## config.mk

```make
export PLATFORM = sky130hd
export DESIGN_NAME = lru_page_buffer_table_unit
export DESIGN_NICKNAME = d
export VERILOG_FILES = /design/src/rtl/lpbt_pkg.sv /design/src/rtl/lpbt_ctrl.sv /design/src/rtl/lpbt_dpath.sv /design/src/rtl/lru_page_buffer_table_unit.sv
export SDC_FILE = /design/constraint.sdc
export NUM_CORES = 2
export LEC_CHECK = 0
export ABC_AREA = 1
export CELL_PAD_IN_SITES_DETAIL_PLACEMENT = 2
export CELL_PAD_IN_SITES_GLOBAL_PLACEMENT = 2
export CORE_ASPECT_RATIO = 0.9
export CORE_UTILIZATION = 45
export DETAILED_ROUTE_END_ITERATION = 6
export DONT_BUFFER_PORTS = 1
export PLACE_DENSITY = 0.78
export SETUP_SLACK_MARGIN = 0.1
export SLEW_MARGIN = 10
export SYNTH_ARGS = -nofsm -noshare
export SYNTH_HDL_FRONTEND = slang
export SYNTH_SLANG_ARGS = --single-unit
```

## constraint.sdc

```tcl
create_clock -name clk -period 10.6 [get_ports clk]
set_clock_uncertainty 0.15 [all_clocks]
set_input_delay 2.12 -clock clk [delete_from_list [all_inputs] [get_ports clk]]
set_output_delay 2.12 -clock clk [all_outputs]
set_load 0.01 [all_outputs]
```

## src/rtl/lpbt_pkg.sv

```systemverilog
package lpbt_pkg;

	localparam int ENTRIES     = 16;
	localparam int IDX_BITS    = $clog2(ENTRIES);
	localparam int CNT_BITS    = IDX_BITS + 1;
	localparam int KEY_BITS    = 16;
	localparam int HANDLE_BITS = 32;
	localparam int STAMP_BITS  = 32;
	localparam int CAP_BITS    = 5;
	localparam logic [CAP_BITS-1:0] CAP_RESET = CAP_BITS'(16);

	typedef enum logic [1:0] {
		OP_FIND   = 2'd0,
		OP_ADD    = 2'd1,
		OP_REMOVE = 2'd2,
		OP_NOP    = 2'd3
	} opcode_t;

	typedef struct packed {
		opcode_t                opcode;
		logic [KEY_BITS-1:0]    table_id;
		logic [HANDLE_BITS-1:0] page_handle;
	} in_t;

	typedef struct packed {
		logic                   hit;
		logic [HANDLE_BITS-1:0] page_out;
		logic                   evicted;
		logic [KEY_BITS-1:0]    evicted_table_id;
		logic [HANDLE_BITS-1:0] evicted_page;
	} out_t;

	// controller -> datapath
	typedef struct packed {
		logic accept;
		logic scan_step;
		logic fetch;
		logic commit;
	} cmd_t;

	// datapath -> controller
	typedef struct packed {
		logic no_scan;
		logic lookup;
		logic is_remove;
		logic key_match;
		logic scan_last;
		logic out_free;
	} status_t;

endpackage

```

## src/rtl/lpbt_ctrl.sv

```systemverilog
module lpbt_ctrl (
	input  logic             clk,
	input  logic             arst_n,
	input  logic             in_valid,
	output logic             in_stall,
	input  lpbt_pkg::status_t sts,
	output lpbt_pkg::cmd_t   cmd
);

	typedef enum logic [3:0] {
		S_IDLE   = 4'b0001,
		S_SCAN   = 4'b0010,
		S_FETCH  = 4'b0100,
		S_COMMIT = 4'b1000
	} state_t;

	state_t state_q, state_d;

	assign in_stall = (state_q != S_IDLE);

	always_comb begin
		state_d       = state_q;
		cmd           = '0;
		unique case (state_q)
			S_IDLE: begin
				if (in_valid) begin
					cmd.accept = 1'b1;
					state_d    = S_SCAN;
				end
			end
			S_SCAN: begin
				if (sts.no_scan) begin
					state_d = S_COMMIT;
				end else begin
					cmd.scan_step = 1'b1;
					if (sts.lookup && sts.key_match) begin
						state_d = sts.is_remove ? S_FETCH : S_COMMIT;
					end else if (sts.scan_last) begin
						state_d = S_COMMIT;
					end
				end
			end
			S_FETCH: begin
				cmd.fetch = 1'b1;
				state_d   = S_COMMIT;
			end
			S_COMMIT: begin
				if (sts.out_free) begin
					cmd.commit = 1'b1;
					state_d    = S_IDLE;
				end
			end
			default: begin
				state_d = S_IDLE;
			end
		endcase
	end

	always_ff @(posedge clk or negedge arst_n) begin
		if (!arst_n) begin
			state_q <= S_IDLE;
		end else begin
			state_q <= state_d;
		end
	end

endmodule

```

## src/rtl/lpbt_dpath.sv

```systemverilog
module lpbt_dpath (
	input  logic                          clk,
	input  logic                          arst_n,
	input  lpbt_pkg::in_t                 in_data,
	input  logic                          cfg_we,
	input  logic [lpbt_pkg::CAP_BITS-1:0] cfg_data,
	input  logic                          out_stall,
	output logic                          out_valid,
	output lpbt_pkg::out_t                out_data,
	input  lpbt_pkg::cmd_t                cmd,
	output lpbt_pkg::status_t             sts
);

	// slot store
	logic [lpbt_pkg::KEY_BITS-1:0]    keys_q   [lpbt_pkg::ENTRIES];
	logic [lpbt_pkg::HANDLE_BITS-1:0] pages_q  [lpbt_pkg::ENTRIES];
	logic [lpbt_pkg::STAMP_BITS-1:0]  stamps_q [lpbt_pkg::ENTRIES];

	// latched item
	lpbt_pkg::opcode_t                op_q;
	logic [lpbt_pkg::KEY_BITS-1:0]    key_q;
	logic [lpbt_pkg::HANDLE_BITS-1:0] page_q;

	logic [lpbt_pkg::CAP_BITS-1:0]    cap_q;
	logic [lpbt_pkg::CNT_BITS-1:0]    fill_q;
	logic [lpbt_pkg::STAMP_BITS-1:0]  clock_q;
	logic [lpbt_pkg::IDX_BITS-1:0]    idx_q;

	// scan results
	logic                             found_q;
	logic [lpbt_pkg::IDX_BITS-1:0]    found_idx_q;
	logic [lpbt_pkg::HANDLE_BITS-1:0] found_page_q;
	logic [lpbt_pkg::IDX_BITS-1:0]    victim_idx_q;
	logic [lpbt_pkg::STAMP_BITS-1:0]  least_q;
	logic [lpbt_pkg::KEY_BITS-1:0]    victim_key_q;
	logic [lpbt_pkg::HANDLE_BITS-1:0] victim_page_q;
	logic [lpbt_pkg::KEY_BITS-1:0]    mv_key_q;
	logic [lpbt_pkg::HANDLE_BITS-1:0] mv_page_q;

	logic                             out_valid_q;
	lpbt_pkg::out_t                   out_q;

	logic [lpbt_pkg::CNT_BITS-1:0]    cap_eff;
	logic [lpbt_pkg::CNT_BITS-1:0]    fill_m1;
	logic [lpbt_pkg::IDX_BITS-1:0]    last_idx;
	logic [lpbt_pkg::IDX_BITS-1:0]    rd_idx;
	logic [lpbt_pkg::KEY_BITS-1:0]    rd_key;
	logic [lpbt_pkg::HANDLE_BITS-1:0] rd_page;
	logic [lpbt_pkg::STAMP_BITS-1:0]  rd_stamp;
	logic                             evict_needed;
	logic                             lookup;
	logic                             new_least;
	lpbt_pkg::out_t                   res;

	// out-of-range capacity clamps to 1..ENTRIES
	always_comb begin
		if (cap_q == '0) begin
			cap_eff = lpbt_pkg::CNT_BITS'(1);
		end else if (int'(cap_q) > lpbt_pkg::ENTRIES) begin
			cap_eff = lpbt_pkg::CNT_BITS'(lpbt_pkg::ENTRIES);
		end else begin
			cap_eff = lpbt_pkg::CNT_BITS'(cap_q);
		end
	end

	assign evict_needed = (fill_q >= cap_eff);
	assign fill_m1      = fill_q - lpbt_pkg::CNT_BITS'(1);
	assign last_idx     = fill_m1[lpbt_pkg::IDX_BITS-1:0];
	assign lookup       = (op_q == lpbt_pkg::OP_FIND) || (op_q == lpbt_pkg::OP_REMOVE);

	// single read port: scan pointer, or last slot while fetching the mover
	assign rd_idx   = cmd.fetch ? last_idx : idx_q;
	assign rd_key   = keys_q[rd_idx];
	assign rd_page  = pages_q[rd_idx];
	assign rd_stamp = stamps_q[rd_idx];

	assign new_least = (idx_q == '0) || (rd_stamp < least_q);

	always_comb begin
		sts           = '0;
		sts.no_scan   = (op_q == lpbt_pkg::OP_NOP) || (fill_q == '0) ||
		                ((op_q == lpbt_pkg::OP_ADD) && !evict_needed);
		sts.lookup    = lookup;
		sts.is_remove = (op_q == lpbt_pkg::OP_REMOVE);
		sts.key_match = (rd_key == key_q);
		sts.scan_last = ({1'b0, idx_q} == fill_m1);
		sts.out_free  = !out_valid_q || !out_stall;
	end

	// result of the item being committed
	always_comb begin
		res = '0;
		case (op_q) inside
			lpbt_pkg::OP_FIND, lpbt_pkg::OP_REMOVE: begin
				if (found_q) begin
					res.hit      = 1'b1;
					res.page_out = found_page_q;
				end
			end
			lpbt_pkg::OP_ADD: begin
				if (evict_needed) begin
					res.evicted          = 1'b1;
					res.evicted_table_id = victim_key_q;
					res.evicted_page     = victim_page_q;
				end
			end
			default: begin
				res = '0;
			end
		endcase
	end

	// slot store writes
	always_ff @(posedge clk) begin
		if (cmd.commit) begin
			case (op_q)
				lpbt_pkg::OP_FIND: begin
					if (found_q) begin
						stamps_q[found_idx_q] <= clock_q;
					end
				end
				lpbt_pkg::OP_ADD: begin
					if (evict_needed) begin
						keys_q[victim_idx_q]   <= key_q;
						pages_q[victim_idx_q]  <= page_q;
						stamps_q[victim_idx_q] <= clock_q;
					end else if (fill_q < lpbt_pkg::CNT_BITS'(lpbt_pkg::ENTRIES)) begin
						keys_q[fill_q[lpbt_pkg::IDX_BITS-1:0]]   <= key_q;
						pages_q[fill_q[lpbt_pkg::IDX_BITS-1:0]]  <= page_q;
						stamps_q[fill_q[lpbt_pkg::IDX_BITS-1:0]] <= clock_q;
					end
				end
				lpbt_pkg::OP_REMOVE: begin
					if (found_q) begin
						keys_q[found_idx_q]   <= mv_key_q;
						pages_q[found_idx_q]  <= mv_page_q;
						stamps_q[found_idx_q] <= clock_q;
					end
				end
				default: begin
				end
			endcase
		end
	end

	// item, scan and result payload
	always_ff @(posedge clk) begin
		if (cmd.accept) begin
			op_q   <= in_data.opcode;
			key_q  <= in_data.table_id;
			page_q <= in_data.page_handle;
		end
		if (cmd.scan_step) begin
			if (lookup && sts.key_match) begin
				found_idx_q  <= idx_q;
				found_page_q <= rd_page;
			end
			if (new_least) begin
				least_q       <= rd_stamp;
				victim_idx_q  <= idx_q;
				victim_key_q  <= rd_key;
				victim_page_q <= rd_page;
			end
		end
		if (cmd.fetch) begin
			mv_key_q  <= rd_key;
			mv_page_q <= rd_page;
		end
		if (cmd.commit) begin
			out_q <= res;
		end
	end

	// control state
	always_ff @(posedge clk or negedge arst_n) begin
		if (!arst_n) begin
			cap_q       <= lpbt_pkg::CAP_RESET;
			fill_q      <= '0;
			clock_q     <= lpbt_pkg::STAMP_BITS'(1);
			idx_q       <= '0;
			found_q     <= 1'b0;
			out_valid_q <= 1'b0;
		end else begin
			if (cfg_we) begin
				cap_q <= cfg_data;
			end
			if (cmd.accept) begin
				idx_q   <= '0;
				found_q <= 1'b0;
				if (in_data.opcode != lpbt_pkg::OP_NOP) begin
					clock_q <= clock_q + lpbt_pkg::STAMP_BITS'(1);
				end
			end
			if (cmd.scan_step) begin
				idx_q <= idx_q + lpbt_pkg::IDX_BITS'(1);
				if (lookup && sts.key_match) begin
					found_q <= 1'b1;
				end
			end
			if (cmd.commit) begin
				if ((op_q == lpbt_pkg::OP_ADD) && !evict_needed &&
				    (fill_q < lpbt_pkg::CNT_BITS'(lpbt_pkg::ENTRIES))) begin
					fill_q <= fill_q + lpbt_pkg::CNT_BITS'(1);
				end else if ((op_q == lpbt_pkg::OP_REMOVE) && found_q) begin
					fill_q <= fill_m1;
				end
			end
			if (cmd.commit) begin
				out_valid_q <= 1'b1;
			end else if (!out_stall) begin
				out_valid_q <= 1'b0;
			end
		end
	end

	assign out_valid = out_valid_q;
	assign out_data  = out_q;

endmodule

```

## src/rtl/lru_page_buffer_table_unit.sv

```systemverilog
// LRU page buffer table: a sixteen-slot fully associative store of page
// handles keyed by table id, with least-recently-used replacement by use
// stamps. Each beat on the input carries an opcode (find, add, remove; the
// fourth code does nothing) and gives exactly one result beat. Every real
// operation advances a 32-bit use clock first. Find restamps a hit; add
// appends, or, once the fill reaches capacity_in_use (0 acts as 1, above 16
// acts as 16), replaces the slot with the least stamp (first in slot order
// on a tie) and reports the old entry for write-back; remove returns the
// handle and moves the last filled entry into the freed slot. Timing: one
// item at a time. The scan walks the filled slots one per cycle through the
// single read port of the slot store, stopping at the first match for find
// and remove and covering all filled slots for an evicting add. The result
// is registered on commit, in the commit state that follows the scan state
// (which scans nothing for a no-op, an empty buffer or an add below
// capacity); a remove hit passes through a fetch state first to read the
// last entry. Input is taken again the cycle after the result is
// registered. The result sits in an output register, so a new item is
// taken while it waits; the block only holds off when a second result is
// ready and the first is still stalled. capacity_in_use is written over
// the configuration channel, which is always ready and must be used only
// while the block is idle. No clearing pass after reset: slots are never
// read above the fill count.
module lru_page_buffer_table_unit (
	input  logic                          clk,
	input  logic                          arst_n,
	// item channel
	input  logic                          in_valid,
	output logic                          in_stall,
	input  lpbt_pkg::in_t                 in_data,
	// result channel
	output logic                          out_valid,
	input  logic                          out_stall,
	output lpbt_pkg::out_t                out_data,
	// capacity register write
	input  logic                          cfg_valid,
	output logic                          cfg_ready,
	input  logic [lpbt_pkg::CAP_BITS-1:0] cfg_data
);

	lpbt_pkg::cmd_t    cmd;
	lpbt_pkg::status_t sts;

	// register write is a single flop load, never back-pressured
	assign cfg_ready = 1'b1;

	lpbt_ctrl u_ctrl (
		.clk      (clk),
		.arst_n   (arst_n),
		.in_valid (in_valid),
		.in_stall (in_stall),
		.sts      (sts),
		.cmd      (cmd)
	);

	lpbt_dpath u_dpath (
		.clk       (clk),
		.arst_n    (arst_n),
		.in_data   (in_data),
		.cfg_we    (cfg_valid),
		.cfg_data  (cfg_data),
		.out_stall (out_stall),
		.out_valid (out_valid),
		.out_data  (out_data),
		.cmd       (cmd),
		.sts       (sts)
	);

endmodule

```

==> summary.md <==
| Metric | Value |
|---|---|
| Lkg Pwr | 0.0248 uW |
| CP Max Fanout | 81 |
| Post-Place Cells | 6722 |
| Share of layout cells above drive strength 1 | 6.98% |
| Routability congestion estimate | 0.748 |
| RR Endpoint | u_dpath.victim_key_q[3] |
| Synth area leaders | edfxtp_1, nand2_1, nand3_1, nor2_1, o21ai_0 |
| Clock latency on the worst-skew pair | 0.82 ns |
| CTS buffer count | 166 |
| Slew headroom | 22.5% |
| # setup viols final | 0 |
| Vias | 44300 |
| Hold endpoint | u_dpath.cap_q[0] |
| Grt total ovfl | 0 |
| Clk pin slew, worst setup/hold paths | 0.06 ns |
| Final Non-Filler Cells | 7017 |
| Sequential power share | 42.2% |
| Tmin final | 7.77 ns |
| Internal power | 11700 uW |
| Nature of the critical path startpoint | flip-flop |
| Setup TNS Final | 0 ns |
| Die H | 362 um |
| Post-DP HPWL | 132000 um |
| Pin count of the biggest net entering global routing | 220 |
| PostCTS Resize Cnt | 0 |
| Max Fclk | 129 MHz |
| Synthesized flop and latch total | 1632 |
| Sequential fraction of the synthesis area | 75.4% |
| Sw power | 6590 uW |
| Initial antenna violation count | 1 |
| Core area | 142000 um^2 |
| Worst reg-to-reg setup slack | 2.83 ns |
| Vias/cell | 6.31 |
| Clock Path Buffers | 3 |
| Status | completed |
| Worst hold start | u_dpath.cap_q[0] |
| Yosys cell types | 44 |
| MaxCap Viol Count | 0 |
| Root Driver | clkbuf_16 |
| Synthesized area | 64600 um^2 |
| PD cells | 255 nW/um^2 |
| WL/cell | 34.7 um |
| Max IR drop VDD | 0.000195 V |
| RSZ-0062 raised after global routing | no |
| Routed Antenna Nets | 0 |
| ANT cells | 0 |
| Die area | 145000 um^2 |
| Syn Area/Cell | 12.7 um^2 |
| Period utilization | 73.3% |
| Vias in the first global route | 49000 |
| CTS sink count | 1632 |
| Yosys warnings | 0 |
| Worst setup EP type | flip-flop |
| Sw Ratio | 36.0% |
| Hold_buf cts | 0 |
| # nets final | 5130 |
| Data required, critical path | 10.87 ns |
| First-pass GRT wire length | 349000 um |
| Post-synth top area cell | edfxtp_1 |
| WL final | 244000 um |
| RR Startpoint | u_ctrl.state_q[0] |
| Yosys top cell area share | 73.4% |
| DIE WIDTH | 401 um |
| Initial Util | 45.5% |
| CTS tree | done |
| Cells after Synth | 5071 |
| Hold Crit Depth | 1 |
| H-tree levels | 4 |
| Crit path DAT | 8.04 ns |
| Worst reg2reg path depth | 21 |
| Post-synth net total | 5173 |
| Tot GR Track Use | 33.3% |
| Final Max Slew Viols | 0 |
| First drt pass iteration count | 5 |
| Hold Crit Class | flip-flop to flip-flop |
| Drc violations | 0 |
| IO Count | 145 |
| Setup Fix Bufs, Post-CTS | 0 |
| # rows | 131 |
| Combinational share of power | 26.8% |
| Fill cells | 13400 |
| Clock network fraction of design power | 31.0% |
| DRT iter0 DRCs | 4911 |
| Final-report hold violation count | 0 |
| Layout area overhead | 10.9% |
| PortBufs | 0 |
| Crit path kind | flip-flop to flip-flop |
| Worst-Margin Slew | 1.16 ns |
[cell usage after synthesis]
library cell	count
xor2_1	32
buf_4	12
a31oi_1	2
o22ai_1	32
o221ai_1	101
nand2_4	1
xor2_2	1
nand2_2	5
nand2_1	1109
o21ai_2	4
inv_1	247
nor2_2	2
dfrtp_1	49
a21oi_1	22
clkbuf_2	1
or2_2	1
dfstp_2	3
o21ai_1	5
o21ai_0	277
nor3_1	16
edfxtp_1	1580
buf_2	47
nand3b_4	1
o211ai_1	31
a21boi_0	1
nand4_1	13
nor4_1	3
inv_2	7
a211oi_1	4
ha_1	42
buf_6	1
conb_1	1
xnor2_1	11
clkbuf_1	189
o221a_2	1
nand3_2	4
o21a_1	1
buf_1	34
nand3b_1	1
mux2_2	3
nor3_2	2
nor2_1	424
nand3_1	744
nor2_4	4
[worst max-delay path, cell delays in order, from the launching register on]
cell	delay [ns]
dfstp_2	0.58
nor2_4	0.08
nand2_4	0.17
nand2_2	0.15
nand2_8	0.49
buf_4	0.71
buf_4	0.82
nand2_1	0.23
nand3_1	0.17
nand3_1	0.13
nand3_1	0.20
nand2_1	0.08
inv_1	0.13
ha_1	0.28
a21oi_1	0.23
o221a_2	0.27
nand2_1	0.19
nand2_1	0.12
nand2_1	0.11
a21oi_4	0.39
buf_4	0.64
buf_4	0.80
[power groups by stage]
stage	clock, uW	sequential (uW)	combinational (uW)
2_1_floorplan	0	7800	2860
3_3_place_gp	0	7840	4170
3_5_place_dp	0	7870	4610
4_1_cts	5720	7740	4850
5_1_grt	5900	7750	5200
6_report	5680	7730	4900
[metal layers]
layer,GRT usage [%],wire length [um],share of wire [%]
met5,0,0,0
met4,15.8,12100,5.0
met3,4.56,14700,6.0
met2,58.6,126000,52
met1,40.3,91400,38
[kinds of logic (layout without fill, tap and decap cells)]
kind of cell	after synthesis	after routing	share of synthesized area, %
buf+inv	538	622	3.30
xor+xnor	44	44	0.608
compound gates	481	481	4.55
mux	3	3	0.0523
simple gates	2330	2330	15.2
other cells	1	1	0.00580
flops	1632	1632	75.4
fa+ha+maj	42	42	0.813
[worst max-delay path by stage]
| stage | start | endpoint | cells past startpoint | slack [ns] |
|---|---|---|---|---|
| 2_1_floorplan | out_stall | u_dpath.keys_q[14][0] | 12 | 1.16 |
| 3_3_place_gp | out_stall | u_dpath.pages_q[7][24] | 16 | 3.27 |
| 3_5_place_dp | out_stall | u_dpath.pages_q[7][26] | 16 | 2.71 |
| 4_1_cts | u_ctrl.state_q[0] | u_dpath.victim_page_q[7] | 21 | 2.99 |
| 5_1_grt | u_ctrl.state_q[3] | u_dpath.victim_page_q[7] | 20 | 2.69 |
| 6_report | u_ctrl.state_q[0] | u_dpath.victim_key_q[3] | 21 | 2.83 |
[final cells by class]
class / instances / area, um^2 / share of cell area [%]
sequential: 1632 / 48800 / 68.0
clock inverter: 76 / 515 / 0.719
timing repair buffer: 73 / 623 / 0.869
multi-input combinational: 2901 / 14100 / 19.7
clock buffer: 219 / 4410 / 6.15
inverter: 254 / 965 / 1.35
tap: 1862 / 2330 / 3.25
[flip-flops by register name, summed over array words and instances (netlist names), 82 cells and up]
register,count
u_dpath.pages_q,512
u_dpath.stamps_q,512
u_dpath.keys_q,256
u_dpath.out_data,82
[layout by cell type (no fill, tap or decap), types with 6 or more instances in the layout]
cell type and instances:
o21ai_0 271, dfrtp_1 49, o21ai_1 6, clkbuf_1 50, clkinv_1 40, nand2_1 1109
a21oi_1 21, buf_4 67, nand4_1 13, o211ai_1 31, nand3_1 744, nor2_4 37
nor3_1 14, xnor2_1 11, inv_1 245, edfxtp_1 1580, buf_12 6, inv_2 6
clkinv_2 22, o22ai_1 32, xor2_1 32, ha_1 42, clkbuf_16 168, nor2_1 391
o221ai_1 101
[through the flow]
step | util, % | setup slack, ns | power [uW] | instance area, um^2 | hold slack (ns)
6_report | 50.4 | 2.83 | 18300 | 71700 | 0.365
5_1_grt | 50.4 | 2.69 | 18900 | 71700 | 0.394
4_1_cts | 50.4 | 2.99 | 18300 | 71700 | 0.374
3_5_place_dp | 47.0 | 2.71 | 12500 | 66700 | 0.365
3_3_place_gp | 47.0 | 3.27 | 12000 | 66700 | 0.362
2_1_floorplan | - | 1.16 | 10700 | 64600 | 0.332
(Power assumes the default switching activity.)
